### src/rtl/pwc_pkg.sv
`timescale 1ns / 1ps
// ----------------------------------------------------------------------------
// pwc_pkg: shared types and constants of the page walk cache
// Request codes, register indexes, queue command, result and tag row layouts.
// ----------------------------------------------------------------------------
package pwc_pkg;

  localparam int LEVELS      = 4;
  localparam int LVL_W       = 2;
  localparam int MAX_SETS    = 64;
  localparam int MAX_WAYS    = 8;
  localparam int SET_W       = 6;
  localparam int WAY_W       = 3;
  localparam int TAG_W       = 36;
  localparam int ADDR_W      = 48;
  localparam int SCNT_W      = 7;
  localparam int WCNT_W      = 4;
  localparam int ROWS        = LEVELS * MAX_SETS;
  localparam int ROW_AW      = LVL_W + SET_W;
  localparam int PAGE_SHIFT  = 12;
  localparam int LEVEL_SHIFT = 9;
  localparam int MOD_BITS    = 4;
  localparam int MOD_STEPS   = TAG_W / MOD_BITS;
  localparam int STEP_W      = 4;
  localparam int RES_W       = 3;
  localparam int CFG_IDX_W   = 3;
  localparam int CFG_DATA_W  = 7;

  localparam logic [RES_W-1:0] HIT_NONE = RES_W'(LEVELS);

  // request kinds
  typedef enum logic [1:0] {
    REQ_LOOKUP   = 2'd0,
    REQ_FILL     = 2'd1,
    REQ_COMPLETE = 2'd2,
    REQ_INVAL    = 2'd3
  } req_e;

  // configuration register indexes
  typedef enum logic [CFG_IDX_W-1:0] {
    CFG_SETS0 = 3'd0,
    CFG_SETS1 = 3'd1,
    CFG_SETS2 = 3'd2,
    CFG_SETS3 = 3'd3,
    CFG_WAYS0 = 3'd4,
    CFG_WAYS1 = 3'd5,
    CFG_WAYS2 = 3'd6,
    CFG_WAYS3 = 3'd7
  } cfg_e;

  typedef struct packed {
    logic [LEVELS-1:0][SCNT_W-1:0] sets;
    logic [LEVELS-1:0][WCNT_W-1:0] ways;
  } cfg_t;

  // classified request handed from front to back
  typedef struct packed {
    req_e                          req;
    logic [LVL_W-1:0]              lvl;
    logic [LEVELS-1:0][TAG_W-1:0]  page;
    logic [LEVELS-1:0]             wide;
    logic [LEVELS-1:0][SET_W-1:0]  set;
  } cmd_t;

  // result, hit_level in the lowest bits
  typedef struct packed {
    logic [RES_W-1:0] levels_cleared;
    logic [WAY_W-1:0] way_written;
    logic             was_present;
    logic [RES_W-1:0] hit_level;
  } res_t;

  // one set of one level
  typedef struct packed {
    logic [MAX_WAYS-1:0][TAG_W-1:0] tag;
    logic [MAX_WAYS-1:0]            vld;
    logic [MAX_WAYS-1:0][WAY_W-1:0] rank;
  } row_t;

  function automatic logic [SCNT_W-1:0] eff_sets(logic [SCNT_W-1:0] v);
    logic [SCNT_W-1:0] r;
    r = v;
    if (v == '0) r = SCNT_W'(1);
    else if (v > SCNT_W'(MAX_SETS)) r = SCNT_W'(MAX_SETS);
    return r;
  endfunction

  function automatic logic [WCNT_W-1:0] eff_ways(logic [WCNT_W-1:0] v);
    logic [WCNT_W-1:0] r;
    r = v;
    if (v == '0) r = WCNT_W'(1);
    else if (v > WCNT_W'(MAX_WAYS)) r = WCNT_W'(MAX_WAYS);
    return r;
  endfunction

  function automatic row_t reset_row();
    row_t r;
    r.tag = '1;
    r.vld = '0;
    for (int w = 0; w < MAX_WAYS; w++) r.rank[w] = WAY_W'(w);
    return r;
  endfunction

endpackage

### src/rtl/pwc_queue.sv
`timescale 1ns / 1ps
// ----------------------------------------------------------------------------
// pwc_queue: two-entry command queue
// Decouples request classification from the tag store sequencer.
// ----------------------------------------------------------------------------
module pwc_queue import pwc_pkg::*; (
  input  logic clk_i,
  input  logic rst_ni,
  input  logic push_valid_i,
  output logic push_ready_o,
  input  cmd_t push_data_i,
  output logic pop_valid_o,
  input  logic pop_ready_i,
  output cmd_t pop_data_o
);

  cmd_t       ent_q [2];
  logic       wptr_q, rptr_q;
  logic [1:0] cnt_q;
  logic       push, pop;

  assign push_ready_o = (cnt_q != 2'd2);
  assign pop_valid_o  = (cnt_q != 2'd0);
  assign push         = push_valid_i && push_ready_o;
  assign pop          = pop_ready_i && pop_valid_o;
  assign pop_data_o   = ent_q[rptr_q];

  // pointers and fill level
  always_ff @(posedge clk_i or negedge rst_ni) begin
    if (!rst_ni) begin
      wptr_q <= 1'b0;
      rptr_q <= 1'b0;
      cnt_q  <= 2'd0;
    end else begin
      if (push) wptr_q <= ~wptr_q;
      if (pop) rptr_q <= ~rptr_q;
      if (push && !pop) cnt_q <= cnt_q + 2'd1;
      else if (pop && !push) cnt_q <= cnt_q - 2'd1;
    end
  end

  // storage
  always_ff @(posedge clk_i) begin
    if (push) ent_q[wptr_q] <= push_data_i;
  end

endmodule

### config.mk
export PLATFORM = sky130hd
export DESIGN_NAME = pwc_queue
export DESIGN_NICKNAME = d
export VERILOG_FILES = /design/src/rtl/pwc_pkg.sv /design/src/rtl/pwc_queue.sv
export SDC_FILE = /design/constraint.sdc
export NUM_CORES = 1
export LEC_CHECK = 0
export BUFFER_PORTS_ARGS = -buffer_cell sky130_fd_sc_hd__clkbuf_2
export CAP_MARGIN = 30
export CORE_MARGIN = 8
export CORE_UTILIZATION = 45
export CTS_BUF_LIST = sky130_fd_sc_hd__clkbuf_4 sky130_fd_sc_hd__clkbuf_8
export DETAILED_ROUTE_END_ITERATION = 8
export HOLD_SLACK_MARGIN = 0.02
export PLACE_DENSITY = 0.82
export SYNTH_ARGS = -nofsm -noshare
export SYNTH_HDL_FRONTEND = slang
export SYNTH_SLANG_ARGS = --single-unit
### constraint.sdc
create_clock -name clk_i -period 11.5 [get_ports clk_i]
set_clock_uncertainty 0.1 [all_clocks]
set_input_delay 2.3 -clock clk_i [delete_from_list [all_inputs] [get_ports clk_i]]
set_output_delay 2.3 -clock clk_i [all_outputs]
set_load 0.05 [all_outputs]
==> flow_metrics.py <==
metrics = {
    "run_status": {
        "status": "completed",
    },
    "sta": {
        "fmaxAchievable_mhz": 183.1,
        "relSlewSlack_pct": 24.26,
        "fin_ws_ps": 6040,
        "finalSetupViolations": 0,
        "hold_viol": 0,
        "period_needed_ps": 5460,
        "slew_viol_final": 0,
        "fin_crit_sh_pct": 47.48,
        "rsz0062_at_grt": "no",
        "tns_ps": 0,
        "worst_pin_slew_ps": 1136,
    },
    "power": {
        "max-vdd-ir-drop_v": 0.0002347,
        "total_power_w": 0.005164,
        "p_leak_nw": 6.785,
        "power_density_nw_per_um2": 307.0,
    },
    "flow_run": {
        "max-cap-violations": 0,
    },
    "floorplanning": {
        "die_h_um": 188.8,
        "core_um2": 29560,
        "initial_core_util_pct": 45.45,
        "rows": 63,
        "io_pins": 358,
        "die_w_um": 188.8,
        "die-area_um2": 35640,
    },
    "worst_setup_path": {
        "cp_data_arrival_time_ps": 3060,
        "critPathKind": "reg -> out",
        "cp-start-kind": "flip-flop",
        "end_kind": "primary output",
        "critical_path_required_ps": 9100,
        "crit-reg2reg-launch": "cnt_q[0]",
        "crit_fanout": 128,
        "r2r_end": "ent_q[0][140]",
        "worst-r2r-setup-slack_ps": 8810,
        "rr_worst_depth": 5,
    },
    "drt": {
        "drt.antenna.violating_nets": 0,
        "drt_first_pass_iters": 4,
        "routed-via-count": 6836,
        "viasPerCell": 4.859,
        "finalWirelength_um": 28210,
        "avgRoutedWirePerCell_um": 20.05,
        "drt_iter0_markers": 294,
        "drcViolationCount": 0,
    },
    "clock_network": {
        "cts-root-buf": "clkbuf_8",
        "cts_tree": "done",
        "cts_hold_buf": 0,
        "clockBufferDepth": 3,
        "insertion_delay_ps": 550,
        "clk_pin_slew_ps": 60,
        "cts.sinks": 356,
        "cts_resized": 0,
        "htreeDepth": 2,
        "cts_setup_buffers": 0,
        "numCtsBuffers": 56,
    },
    "place": {
        "post_dp_cell_area_um2": 15630,
        "globalplace.congestion": 0.7288,
        "dpl.cell_count": 1300,
        "io_buffers": 357,
        "dp_hpwl_um": 19840,
        "post-place-ws_ps": 6630,
    },
    "synth": {
        "seq_area_frac_synth_pct": 79.43,
        "syn_nets": 747,
        "ys_warn_count": 0,
        "syn_area_um2": 13430,
        "ys_types": 15,
        "ys_seq_elements": 356,
        "synth_top_area_share_pct": 78.68,
        "syn_area_per_cell_um2": 23.74,
        "synthTopCellsByArea": "edfxtp_1 (79%), mux2_4 (15%), mux2_2 (3.9%)",
        "synth_top_area_cell": "edfxtp_1",
        "synthCells": 566,
    },
    "final_layout": {
        "fin_nets": 1151,
        "drive_gt1_share_pct": 63.09,
        "instances_no_fill": 1407,
        "fill_cells": 2228,
        "syn_to_final_growth_pct": 25.24,
        "postLayoutCellArea_um2": 16820,
    },
    "min_path": {
        "hold_class": "reg -> reg",
        "worstHoldStart": "cnt_q[1]",
        "min_delay_worst_endpoint": "cnt_q[1]",
        "worstHoldPathCells": 1,
    },
    "grt": {
        "antenna_found_initial": 5,
        "grt_pass1_vias": 7416,
        "grt_pass1_wl_um": 41850,
        "track_usage_pct": 15.06,
        "overflow": 0,
        "grt_start_max_net_pins": 129,
    },
}
==> placed cells by master, fill, tap and decap left out, types with 2 or more instances in the layout <==
master	count
dfrtp_1	3
buf_16	4
clkbuf_4	20
clkinv_2	12
xor2_1	2
mux2_2	46
clkinv_1	9
buf_4	4
clkbuf_8	60
edfxtp_1	352
xnor2_1	3
nand2_1	2
mux2_4	130
clkbuf_2	357
bufinv_16	2
==> report_power, final <==
part / switching [W] / internal [W] / total (W)
logic: 0.00155 / 0.000684 / 0.00224
clock network: 0.000454 / 0.000592 / 0.00105
registers: 0.000108 / 0.00177 / 0.00188
total: 0.00212 / 0.00305 / 0.00516
==> metal layers <==
metal  routed length, µm  track usage (%)
met4                 951            5.743
met3                2541            5.878
met1               10060            15.96
met5                  58                0
met2               14600            26.66
==> state kept, by name, indices dropped and copies added, names as in the netlist <==
register,cells
rptr_q,1
wptr_q,1
cnt_q,2
ent_q,352
==> synthesized netlist by cell type <==
master / n
ha_1: 1
nand2b_1: 1
mux2_2: 46
nand2_1: 2
and3_1: 1
buf_2: 4
mux2_4: 130
or2_2: 1
xnor2_1: 3
inv_1: 1
nor2_1: 2
dfrtp_1: 4
buf_6: 16
edfxtp_1: 352
xor2_1: 2
==> stage by stage <==
| step | util [%] | hold WS [ps] |
|---|---|---|
| final | 56.92 | 408.7 |
| after global routing | 56.92 | 430.2 |
| after CTS | 56.72 | 414.7 |
| after detailed placement | 52.88 | 400.4 |
| after global placement | 52.69 | 375.2 |
| after floorplan | - | 355.9 |
==> how the worst max path moves through the flow <==
stage | end | depth (start not counted) | from
after floorplan | ent_q[0][0] | 2 | push_valid_i
after global placement | pop_data_o[173] | 3 | rptr_q
after detailed placement | pop_data_o[168] | 3 | rptr_q
after CTS | pop_data_o[168] | 3 | rptr_q
after global routing | pop_data_o[122] | 3 | rptr_q
final | pop_data_o[56] | 3 | rptr_q
==> cell type report <==
class	count	area, µm²	area share, %
clock inverters	24	161.4	0.9593
well taps	390	488.0	2.900
repair buffers	366	1947	11.57
multi-input cells	189	2572	15.29
clock buffers	80	975.9	5.801
inverters	1	3.754	0.02231
flip-flops and latches	356	10670	63.44
diodes	1	2.502	0.01487
==> critical path: stages, from the launching register on <==
cell	delay, ps
dfrtp_4	930
buf_12	630
mux2_4	350
clkbuf_2	250
==> cell families after synthesis <==
kind of cell	Yosys count	share of synthesized area, %
adder cells (fa/ha/maj)	1	0.09312
AND/OR/NAND/NOR	7	0.2516
flip-flops	356	79.43
buffers and inverters	21	1.518
multiplexers	176	18.39
XOR/XNOR	5	0.3260
No activity file was read; power rests on OpenSTA's default activity.
