<file path="src/rtl/pwc_pkg.sv">
`timescale 1ns / 1ps
// ----------------------------------------------------------------------------
// pwc_pkg: shared types and constants of the page walk cache
// Request codes, register indexes, queue command, result and tag row layouts.
// ----------------------------------------------------------------------------
package pwc_pkg;

  localparam int LEVELS      = 4;
  localparam int LVL_W       = 2;
  localparam int MAX_SETS    = 64;
  localparam int MAX_WAYS    = 8;
  localparam int SET_W       = 6;
  localparam int WAY_W       = 3;
  localparam int TAG_W       = 36;
  localparam int ADDR_W      = 48;
  localparam int SCNT_W      = 7;
  localparam int WCNT_W      = 4;
  localparam int ROWS        = LEVELS * MAX_SETS;
  localparam int ROW_AW      = LVL_W + SET_W;
  localparam int PAGE_SHIFT  = 12;
  localparam int LEVEL_SHIFT = 9;
  localparam int MOD_BITS    = 4;
  localparam int MOD_STEPS   = TAG_W / MOD_BITS;
  localparam int STEP_W      = 4;
  localparam int RES_W       = 3;
  localparam int CFG_IDX_W   = 3;
  localparam int CFG_DATA_W  = 7;

  localparam logic [RES_W-1:0] HIT_NONE = RES_W'(LEVELS);

  // request kinds
  typedef enum logic [1:0] {
    REQ_LOOKUP   = 2'd0,
    REQ_FILL     = 2'd1,
    REQ_COMPLETE = 2'd2,
    REQ_INVAL    = 2'd3
  } req_e;

  // configuration register indexes
  typedef enum logic [CFG_IDX_W-1:0] {
    CFG_SETS0 = 3'd0,
    CFG_SETS1 = 3'd1,
    CFG_SETS2 = 3'd2,
    CFG_SETS3 = 3'd3,
    CFG_WAYS0 = 3'd4,
    CFG_WAYS1 = 3'd5,
    CFG_WAYS2 = 3'd6,
    CFG_WAYS3 = 3'd7
  } cfg_e;

  typedef struct packed {
    logic [LEVELS-1:0][SCNT_W-1:0] sets;
    logic [LEVELS-1:0][WCNT_W-1:0] ways;
  } cfg_t;

  // classified request handed from front to back
  typedef struct packed {
    req_e                          req;
    logic [LVL_W-1:0]              lvl;
    logic [LEVELS-1:0][TAG_W-1:0]  page;
    logic [LEVELS-1:0]             wide;
    logic [LEVELS-1:0][SET_W-1:0]  set;
  } cmd_t;

  // result, hit_level in the lowest bits
  typedef struct packed {
    logic [RES_W-1:0] levels_cleared;
    logic [WAY_W-1:0] way_written;
    logic             was_present;
    logic [RES_W-1:0] hit_level;
  } res_t;

  // one set of one level
  typedef struct packed {
    logic [MAX_WAYS-1:0][TAG_W-1:0] tag;
    logic [MAX_WAYS-1:0]            vld;
    logic [MAX_WAYS-1:0][WAY_W-1:0] rank;
  } row_t;

  function automatic logic [SCNT_W-1:0] eff_sets(logic [SCNT_W-1:0] v);
    logic [SCNT_W-1:0] r;
    r = v;
    if (v == '0) r = SCNT_W'(1);
    else if (v > SCNT_W'(MAX_SETS)) r = SCNT_W'(MAX_SETS);
    return r;
  endfunction

  function automatic logic [WCNT_W-1:0] eff_ways(logic [WCNT_W-1:0] v);
    logic [WCNT_W-1:0] r;
    r = v;
    if (v == '0) r = WCNT_W'(1);
    else if (v > WCNT_W'(MAX_WAYS)) r = WCNT_W'(MAX_WAYS);
    return r;
  endfunction

  function automatic row_t reset_row();
    row_t r;
    r.tag = '1;
    r.vld = '0;
    for (int w = 0; w < MAX_WAYS; w++) r.rank[w] = WAY_W'(w);
    return r;
  endfunction

endpackage

</file>
<file path="src/rtl/pwc_front.sv">
`timescale 1ns / 1ps
// ----------------------------------------------------------------------------
// pwc_front: request intake and set computation
// Takes a request, forms the page number of every level and reduces each
// modulo its set count, four bits a cycle, then hands the command on.
// ----------------------------------------------------------------------------
module pwc_front import pwc_pkg::*; (
  input  logic              clk_i,
  input  logic              rst_ni,
  input  logic              in_valid_i,
  output logic              in_ready_o,
  input  logic [1:0]        in_req_i,
  input  logic [ADDR_W-1:0] in_addr_i,
  input  logic [LVL_W-1:0]  in_lvl_i,
  input  cfg_t              cfg_i,
  output logic              cmd_valid_o,
  input  logic              cmd_ready_i,
  output cmd_t              cmd_o
);

  typedef enum logic [2:0] {
    F_IDLE = 3'b001,
    F_MOD  = 3'b010,
    F_PUSH = 3'b100
  } fstate_e;

  fstate_e                       state_q, state_d;
  logic [STEP_W-1:0]             cnt_q;
  req_e                          req_q;
  logic [LVL_W-1:0]              lvl_q;
  logic [LEVELS-1:0][TAG_W-1:0]  page_q, page_d;
  logic [LEVELS-1:0]             wide_q, wide_d;
  logic [LEVELS-1:0][TAG_W-1:0]  sh_q;
  logic [LEVELS-1:0][SCNT_W-1:0] rem_q, rem_d;

  // page numbers of all levels for the incoming request
  always_comb begin
    logic [ADDR_W-1:0] pg;
    for (int k = 0; k < LEVELS; k++) begin
      if (req_e'(in_req_i) == REQ_INVAL) pg = in_addr_i >> (LEVEL_SHIFT * k);
      else pg = in_addr_i >> (PAGE_SHIFT + LEVEL_SHIFT * k);
      page_d[k] = pg[TAG_W-1:0];
      wide_d[k] = |pg[ADDR_W-1:TAG_W];
    end
  end

  // four restoring remainder steps per level, msb first
  always_comb begin
    logic [SCNT_W-1:0] r;
    logic [SCNT_W-1:0] s;
    logic [SCNT_W:0]   t;
    for (int k = 0; k < LEVELS; k++) begin
      r = rem_q[k];
      s = eff_sets(cfg_i.sets[k]);
      for (int j = 0; j < MOD_BITS; j++) begin
        t = {r, sh_q[k][TAG_W-1-j]};
        if (t >= {1'b0, s}) t = t - {1'b0, s};
        r = t[SCNT_W-1:0];
      end
      rem_d[k] = r;
    end
  end

  // sequencing
  always_comb begin
    state_d = state_q;
    case (state_q)
      F_IDLE: if (in_valid_i) state_d = F_MOD;
      F_MOD:  if (cnt_q == STEP_W'(MOD_STEPS - 1)) state_d = F_PUSH;
      F_PUSH: if (cmd_ready_i) state_d = F_IDLE;
      default: state_d = F_IDLE;
    endcase
  end

  always_ff @(posedge clk_i or negedge rst_ni) begin
    if (!rst_ni) begin
      state_q <= F_IDLE;
      cnt_q   <= '0;
    end else begin
      state_q <= state_d;
      if (state_q == F_MOD) cnt_q <= cnt_q + STEP_W'(1);
      else cnt_q <= '0;
    end
  end

  // payload
  always_ff @(posedge clk_i) begin
    if (state_q == F_IDLE && in_valid_i) begin
      req_q  <= req_e'(in_req_i);
      lvl_q  <= in_lvl_i;
      page_q <= page_d;
      wide_q <= wide_d;
      sh_q   <= page_d;
      rem_q  <= '0;
    end else if (state_q == F_MOD) begin
      rem_q <= rem_d;
      for (int k = 0; k < LEVELS; k++) sh_q[k] <= sh_q[k] << MOD_BITS;
    end
  end

  assign in_ready_o  = (state_q == F_IDLE);
  assign cmd_valid_o = (state_q == F_PUSH);

  always_comb begin
    cmd_o.req  = req_q;
    cmd_o.lvl  = lvl_q;
    cmd_o.page = page_q;
    cmd_o.wide = wide_q;
    for (int k = 0; k < LEVELS; k++) cmd_o.set[k] = rem_q[k][SET_W-1:0];
  end

endmodule

</file>
<file path="config.mk">
export PLATFORM = sky130hd
export DESIGN_NAME = pwc_front
export DESIGN_NICKNAME = d
export VERILOG_FILES = /design/src/rtl/pwc_pkg.sv /design/src/rtl/pwc_front.sv
export SDC_FILE = /design/constraint.sdc
export NUM_CORES = 1
export LEC_CHECK = 0
export BUFFER_PORTS_ARGS = -buffer_cell sky130_fd_sc_hd__buf_2
export CELL_PAD_IN_SITES_DETAIL_PLACEMENT = 1
export CELL_PAD_IN_SITES_GLOBAL_PLACEMENT = 1
export CORE_UTILIZATION = 40
export CTS_BUF_LIST = sky130_fd_sc_hd__clkbuf_16
export DETAILED_ROUTE_END_ITERATION = 8
export GPL_TIMING_DRIVEN = 1
export PLACE_DENSITY_LB_ADDON = 0.12
export SLEW_MARGIN = 20
export SYNTH_ARGS = -nofsm -noshare
export SYNTH_HDL_FRONTEND = slang
export SYNTH_SLANG_ARGS = --single-unit
</file>
<file path="constraint.sdc">
create_clock -name clk_i -period 8.6 [get_ports clk_i]
set_clock_uncertainty 0.05 [all_clocks]
set_input_delay 2.58 -clock clk_i [delete_from_list [all_inputs] [get_ports clk_i]]
set_output_delay 2.58 -clock clk_i [all_outputs]
set_load 0.05 [all_outputs]
</file>
==> results of run 1 <==
==> area by class of cell <==
type,count,area (sq um)
clock buffers,26,651
repair buffers,642,4330
well taps,518,648
multi-input cells,1132,9150
clock inverters,22,259
diodes,1,2.50
flip-flops and latches,233,6680
inverters,84,325
fillers,4335,17000
==> worst max path at each step <==
stage,slack [ps],end,startpoint,depth (start not counted)
after CTS,-830,cmd_o[12]$_SDFFE_PP0P_,cfg_i[33],36
final,-920,cmd_o[2]$_SDFFE_PP0P_,cfg_i[19],40
after global placement,-1430,cmd_o[12]$_SDFFE_PP0P_,cfg_i[31],35
after global routing,-1240,cmd_o[4]$_SDFFE_PP0P_,cfg_i[19],40
after detailed placement,-1670,cmd_o[2]$_SDFFE_PP0P_,cfg_i[17],40
after floorplan,-1240,cmd_o[6]$_SDFFE_PP0P_,cfg_i[24],35
==> state kept, by name, indices dropped and copies added (netlist names) <==
register / flops
cnt_q: 4
req_q: 2
wide_q: 2
cmd_o: 72
sh_q: 144
lvl_q: 2
state_q: 3
rem_q: 4
==> metrics by stage <==
step / worst slack [ps] / area, sq um / utilization / setup TNS, ps / hold WS [ps]
floorplan: -1240 / 16600 / - / -24850 / 376
global placement: -1430 / 19700 / 0.505 / -36220 / 406
detailed placement: -1670 / 19700 / 0.505 / -41710 / 418
CTS: -830 / 21600 / 0.553 / -16290 / 427
global route: -1240 / 22000 / 0.565 / -26340 / 475
finish: -919 / 22000 / 0.565 / -18110 / 429
==> routing by layer <==
metal  vias up  share of wire
li1       6607              -
met1      6706           0.40
met2       259           0.53
met3       109          0.032
met4         4          0.035
met5         -        0.00053
==> worst reg2reg max path, delay by kind of cell (launching register included) <==
kind            cells  cell delay, ps
mux                 3             650
simple gates        7            1060
compound gates     15            2560
buf+inv             7             990
fa+ha+maj           5            1640
flops               1             500
==> kinds of logic after synthesis <==
| logic type | after synthesis |
|---|---|
| and+or+nand+nor | 499 |
| AOI/OAI and AO/OA | 329 |
| buffers and inverters | 255 |
| DFF | 233 |
| adders and majority gates | 130 |
| muxes | 93 |
| xor gates and xnor gates | 58 |
| other | 1 |
==> synth_stat cells, types with 22 or more instances <==
cell,instances
a21o_1,72
a21oi_1,65
and2_1,26
and3_1,28
buf_4,122
clkbuf_1,38
dfxtp_1,28
edfxtp_1,198
ha_1,114
inv_1,84
mux2_2,39
mux2i_1,50
nand2_1,158
nand3_1,29
nor2_1,161
nor2b_1,22
o21a_1,42
o21ai_0,59
xnor2_1,36
xor2_1,22
==> what timing repair did <==
action	in CTS	in global routing
buffers inserted	68	19
hold buffers	0	0
hold endpoints to repair	0	0
setup endpoints to repair	28	28
gates cloned	0	0
resized for setup	94	54
pin swaps	52	45
==> results.tsv, run 1 <==
stage	metric	value	unit
run_status	outcome	finished, violations left	
run_status	violations	setup timing	
floorplan	initial_core_util	0.409	
critical_path	r2r_cells	37	
route	drtAntennaViolNets	0	
worst_hold_path	min_from	rem_q[20]$_SDFFE_PP0P_	
clock_network	clockRootBuffer	clkbuf_16	
layout	final_common_cell	buf_4	
timing	slew_headroom	0.314	
route	drt-initial-drc-count	465	
layout	drive_gt1_frac	0.425	
timing	fin_crit_sh	1.11	
clock_network	numClockSinks	233	
layout	fin_nets	2349	
floorplan	fp.dieH	202	um
timing	layout_setup_ws	-919	ps
clock_network	cts.path.max_buffers	3	
timing	rsz0062_at_grt	yes	
yosys	synth_top_family_by_area	simple AND/OR/NAND/NOR gates	
place	port_buffers	238	
timing	setup_viol	28	
clock_network	cts_tree	done	
critical_path	worstReg2RegEnd	cmd_o[2]$_SDFFE_PP0P_	
clock_network	numCtsBuffers	26	
critical_path	end_kind	flop	
critical_path	crit_buf_inv	7	
yosys	ys.warnings.count	0	
critical_path	cp.arrival	9870	ps
yosys	synth_top_cell_by_area	edfxtp_1	
critical_path	worstReg2RegStart	sh_q[35]$_DFFE_PP_	
timing	hold_viol_final	0	
yosys	synth-adder-area-share	0.110	
yosys	yosysSeqAreaShare	0.419	
yosys	synth_top_area_frac	0.373	
floorplan	die_w	202	um
yosys	synthMuxAreaShare	0.0625	
route	dr.pass1.iters	4	
critical_path	slowest_delay	440	ps
timing	fin_crit	9520	ps
worst_hold_path	hold_path_depth	2	
critical_path	required	8950	ps
timing	slew_viol_final	0	
layout	final_cell_mix	393 x buf_4, 231 x buf_2, 198 x edfxtp_1, 156 x nand2_1, 153 x nor2_1	
route	wl	49200	um
yosys	synth-simple-area-share	0.146	
yosys	synth_cells	1598	
critical_path	crit_type	in2reg	
yosys	synth_compound_area_frac	0.141	
yosys	synthesis.area	15900	sq um
clock_network	clk_latency	560	ps
place	gp_congestion	0.836	
critical_path	cp_top_family	compound AO/OA/AOI/OAI gates	
grt	grt_antenna_before_repair	3	
yosys	synth_area_per_cell	9.98	sq um
grt	use_met3	0.0280	
route	drc	0	
grt	gr-usage-met2	0.442	
floorplan	core_region_area	39000	sq um
yosys	synth_edf_count	198	
grt	grt_overflow_total	0	
floorplan	row_count	72	
grt	grtUsageTotal	0.231	
floorplan	die-area	40700	sq um
worst_hold_path	holdPathEnd	rem_q[20]$_SDFFE_PP0P_	
floorplan	ios	278	
yosys	synthTopCellsByArea	edfxtp_1 37%, ha_1 8.9%, buf_4 5.7%	
critical_path	rrSetupSlack	1020	ps
timing	tightest_slew	1030	ps
yosys	synth_flop_cell	edfxtp_1	
yosys	async_reset_ff_frac	0.0300	
route	vias	13700	
critical_path	path_common_cell	a21oi_2	
route	wl_per_cell	18.5	um
clock_network	path_clk_slew	60	ps
grt	grt_max_degree	99	
yosys	synth_cell_types	77	
place	placed_cells	2524	
timing	clock.fmax	105	MHz
grt	grt_first_pass_wirelength	75800	um
route	vias_per_cell	5.15	
critical_path	critPathLaunchType	input pin	
worst_hold_path	hp-class	reg2reg	
place	dp_hpwl	35900	um
layout	area_growth	38.3	%
layout	fin_cells	2658	
grt	grt_pass1_vias	14700	
clock_network	htree_levels	1	
grt	met1_usage	0.265	
grt	grt-busiest-layer	met2	
critical_path	crit_fanout	6	
critical_path	worst_path_max_delay_cell	fa_1	
flow_run	drv_cap	0	
yosys	synthXorXnorAreaFrac	0.0319	
yosys	ys_ff_latch	233	
Power of run 1 is not shown: default switching activity piles up to over one toggle a cycle in this logic, so the estimate is an artifact.
==> run 2, diff against run 1 <==
- clock period: 8.6 -> 12.2 ns (I/O delays scaled with it)
==> run 2 against run 1 <==
The run now ends clean. Cell count shrank 12%. Via count shrank 11%. Worst setup slack gained 1700 ps. Non-clock buffer count shrank 319. Worst hold slack lost 14 ps. Critical endpoint is now rem_q[13]$_SDFFE_PP0P_. Routed wire length shrank 14%. Register-to-register slack gained 2900 ps. Design area shrank 17%.
==> results.tsv, run 2 (synthesized netlist as in run 1, its figures left out) <==
stage	metric	value	unit
place	gp_congestion	0.874	
critical_path	slowest_delay	470	ps
timing	clock.fmax	87.5	MHz
layout	area_growth	14.8	%
clock_network	cts_hold_buf	0	
route	vias_per_cell	5.22	
floorplan	core_region_area	39000	sq um
clock_network	clk_latency	560	ps
route	met3_length	1780	um
timing	fin_tns_setup	0	ps
route	drc	0	
grt	grt_overflow_total	0	
grt	grtUsageTotal	0.208	
floorplan	ios	278	
worst_hold_path	hp-class	reg2reg	
layout	drive_gt1_frac	0.235	
grt	grt_pass1_vias	13000	
clock_network	cts_tree	done	
route	highest_layer	met5	
route	met2_length	21600	um
clock_network	numClockSinks	233	
critical_path	required	12560	ps
grt	grt_max_degree	76	
timing	setup_viol	0	
timing	rsz0062_at_grt	no	
route	wl_per_cell	18.1	um
clock_network	path_clk_slew	60	ps
route	drt-initial-drc-count	454	
route	drtAntennaViolNets	0	
critical_path	crit_fanout	6	
route	vias	12200	
place	dp_hpwl	32400	um
floorplan	fp.dieH	202	um
timing	fin_crit	11420	ps
critical_path	worst_path_max_delay_cell	a2111oi_1	
grt	grt_antenna_before_repair	4	
layout	final_cell_mix	238 x buf_2, 198 x edfxtp_1, 161 x nor2_1, 157 x nand2_1, 114 x ha_1	
route	wl	42300	um
timing	slew_viol_final	0	
critical_path	cp.arrival	11780	ps
route	dr.pass1.iters	4	
timing	slew_headroom	0.272	
flow_run	drv_cap	0	
floorplan	die-area	40700	sq um
layout	fin_cells	2340	
layout	n_fill_cell	4424	
clock_network	htree_levels	1	
place	port_buffers	238	
clock_network	ctsResizeCount	0	
timing	tightest_slew	1090	ps
layout	fin_util	0.469	
critical_path	end_kind	flop	
place	placed_cells	2290	
timing	hold_viol_final	0	
critical_path	critPathLaunchType	input pin	
grt	grt_first_pass_wirelength	68200	um
timing	fin_crit_sh	0.936	
floorplan	row_count	72	
critical_path	crit_type	in2reg	
worst_hold_path	hold_path_depth	2	
clock_network	cts.path.max_buffers	3	
clock_network	numCtsBuffers	27	
layout	top_register	sh_q	
critical_path	r2r_cells	35	
layout	fin_nets	2031	
clock_network	clockRootBuffer	clkbuf_16	
clock_network	post_cts.repair.setup_buffers	0	
layout	largest_register_ffs	144	
layout	seq_area	6680	sq um
layout	final_common_cell	buf_2	
route	drt-met1-wl	18000	um
floorplan	die_w	202	um
floorplan	initial_core_util	0.409	
run_status	outcome	complete, no violations	
layout	multi_input_area	7910	sq um
## run 2: path summary, 6_finish.rpt
path,slack [ps],endpoint,startpoint
min in group asynchronous,2910,cnt_q[0]$_DFF_PN0_,rst_ni
worst min register to register,420,rem_q[20]$_SDFFE_PP0P_,rem_q[20]$_SDFFE_PP0P_
max in group asynchronous,8940,state_q[0]$_DFFE_PN1P_,rst_ni
worst min-delay path,420,rem_q[20]$_SDFFE_PP0P_,rem_q[20]$_SDFFE_PP0P_
worst max register to register,3930,cmd_o[5]$_SDFFE_PP0P_,sh_q[35]$_DFFE_PP_
worst max-delay path,780,rem_q[13]$_SDFFE_PP0P_,cfg_i[24]
## run 2: area by class of cell
class	count	share of cell area
multi-input cells	1132	0.432
inverters	84	0.0176
flip-flops and latches	233	0.365
diodes	1	0.000137
clock inverters	22	0.0120
clock buffers	27	0.0369
well taps	518	0.0354
repair buffers	323	0.101
## run 2: metrics by stage
step / setup WS (ps) / cell area (sq um) / hold slack [ps]
6_report: 777 / 18300 / 415
2_1_floorplan: 399 / 16000 / 376
3_5_place_dp: 168 / 17400 / 405
5_1_grt: 57.0 / 18300 / 473
4_1_cts: 689 / 18300 / 420
3_3_place_gp: 272 / 17400 / 397
## run 2: per-layer routing
metal  vias to the layer above  global-route usage
li1                       5984                   -
met1                      5941               0.251
met2                       225               0.382
met3                        57              0.0335
met4                         4              0.0517
met5                         -                   0
## run 2: critical path, delay by kind of cell
family,cells,cell delay [ps]
AOI/OAI and AO/OA,18,3700
adders and majority gates,5,1540
buffers and inverters,7,1140
and+or+nand+nor,7,930
muxes,4,810
Power of run 2 is left out for the same reason.
==> run 3, diff against run 2 <==
- CTS_BUF_LIST: sky130_fd_sc_hd__clkbuf_16 -> default
==> run 3 against run 2 <==
Routed wire length barely moved. First-iteration DRC count increased by 3.1%. Count of clock-buffer cells in the layout rose by 8. Critical path type unchanged. Largest cell class unchanged.
==> results.tsv, run 3 (synthesized netlist as in run 1, its figures left out) <==
stage	metric	value	unit
route	drc	0	
critical_path	r2r_cells	35	
layout	area_growth	14.9	%
clock_network	cts_hold_buf	0	
flow_run	drv_cap	0	
critical_path	crit_end	rem_q[13]$_SDFFE_PP0P_	
floorplan	die-area	40700	sq um
layout	final_cell_mix	238 x buf_2, 198 x edfxtp_1, 161 x nor2_1, 157 x nand2_1, 114 x ha_1	
critical_path	slowest_delay	460	ps
grt	grt_antenna_before_repair	4	
route	drt-initial-drc-count	468	
grt	grt_max_degree	76	
timing	rsz0062_at_grt	no	
clock_network	clockRootBuffer	clkbuf_16	
route	vias_per_cell	5.21	
layout	fin_nets	2031	
timing	fin_tns_setup	0	ps
layout	final_common_cell	buf_2	
timing	layout_setup_ws	784	ps
critical_path	cp.arrival	11770	ps
clock_network	numCtsBuffers	27	
critical_path	worst_path_max_delay_cell	a2111oi_1	
timing	setup_viol	0	
timing	tightest_slew	1100	ps
clock_network	post_cts.repair.setup_buffers	0	
clock_network	cts.path.max_buffers	3	
critical_path	worstReg2RegStart	sh_q[35]$_DFFE_PP_	
layout	largest_register_ffs	144	
grt	grt_pass1_vias	13000	
run_status	outcome	complete, no violations	
clock_network	numClockSinks	233	
route	dr.pass1.iters	4	
floorplan	initial_core_util	0.409	
critical_path	end_kind	flop	
clock_network	clk_latency	560	ps
grt	grt_first_pass_wirelength	68200	um
floorplan	core_region_area	39000	sq um
route	wl_per_cell	18.1	um
critical_path	crit_fanout	6	
timing	fin_crit_sh	0.936	
route	drtAntennaViolNets	0	
timing	clock.fmax	87.6	MHz
floorplan	die_w	202	um
critical_path	worstReg2RegEnd	cmd_o[5]$_SDFFE_PP0P_	
floorplan	row_count	72	
layout	drive_gt1_frac	0.236	
grt	grtUsageTotal	0.208	
timing	slew_viol_final	0	
clock_network	htree_levels	1	
clock_network	cts_tree	done	
place	gp_congestion	0.874	
place	dp_hpwl	32400	um
route	vias	12200	
critical_path	critPathLaunch	cfg_i[24]	
critical_path	rrSetupSlack	3940	ps
clock_network	path_clk_slew	60	ps
worst_hold_path	hp-class	reg2reg	
clock_network	ctsResizeCount	0	
place	pre_cts_slack	168	ps
floorplan	fp.dieH	202	um
floorplan	ios	278	
critical_path	critPathLaunchType	input pin	
route	wl	42400	um
layout	top_register	sh_q	
timing	slew_headroom	0.268	
timing	fin_crit	11420	ps
place	port_buffers	238	
timing	hold_viol_final	0	
grt	grt_overflow_total	0	
critical_path	required	12560	ps
critical_path	crit_type	in2reg	
-- run 3: cell types whose count changed in the layout (fill, tap and decap cells not counted) --
cell / previous run / this run
inv_1: 89 / 82
clkbuf_8: 0 / 1
clkinv_1: 4 / 3
clkbuf_1: 0 / 7
-- run 3: metrics by stage --
step           cell area [sq um]  utilization  hold slack, ps  cells
3_5_place_dp               17400        0.446             405   2290
2_1_floorplan              16000            -             376   1620
5_1_grt                    18300        0.469             473   2339
4_1_cts                    18300        0.469             420   2339
6_report                   18300        0.470             415   2340
3_3_place_gp               17400        0.446             397   2290
-- run 3: area by class of cell --
cell class | instances | area (sq um)
sequential | 233 | 6680
timing repair buffer | 323 | 1840
antenna | 1 | 2.50
tap | 518 | 648
multi-input combinational | 1132 | 7910
inverter | 84 | 323
clock inverter | 14 | 189
fill | 4425 | 20700
clock buffer | 35 | 716
-- run 3: worst min path at each step --
stage / depth (start not counted) / to / start / slack (ps)
2_1_floorplan: 2 / rem_q[6]$_SDFFE_PP0P_ / rem_q[6]$_SDFFE_PP0P_ / 380
3_3_place_gp: 2 / rem_q[20]$_SDFFE_PP0P_ / rem_q[20]$_SDFFE_PP0P_ / 400
3_5_place_dp: 2 / rem_q[20]$_SDFFE_PP0P_ / rem_q[20]$_SDFFE_PP0P_ / 410
4_1_cts: 2 / rem_q[20]$_SDFFE_PP0P_ / rem_q[20]$_SDFFE_PP0P_ / 420
5_1_grt: 1 / cnt_q[0]$_DFF_PN0_ / cnt_q[0]$_DFF_PN0_ / 470
6_report: 2 / rem_q[20]$_SDFFE_PP0P_ / rem_q[20]$_SDFFE_PP0P_ / 420
-- run 3: critical path: cells and delay by family --
kind                     cells  cell delay (ps)
buffers and inverters        7             1140
multiplexers                 4              820
AND/OR/NAND/NOR              7              930
AO/OA/AOI/OAI               18             3670
adder cells (fa/ha/maj)      5             1540
-- run 3: layer usage --
metal,wire length [um],global-route usage
met1,18100,0.251
met4,907,0.0517
met5,23,0
met3,1740,0.0335
met2,21600,0.382
Power of run 3 is left out for the same reason.
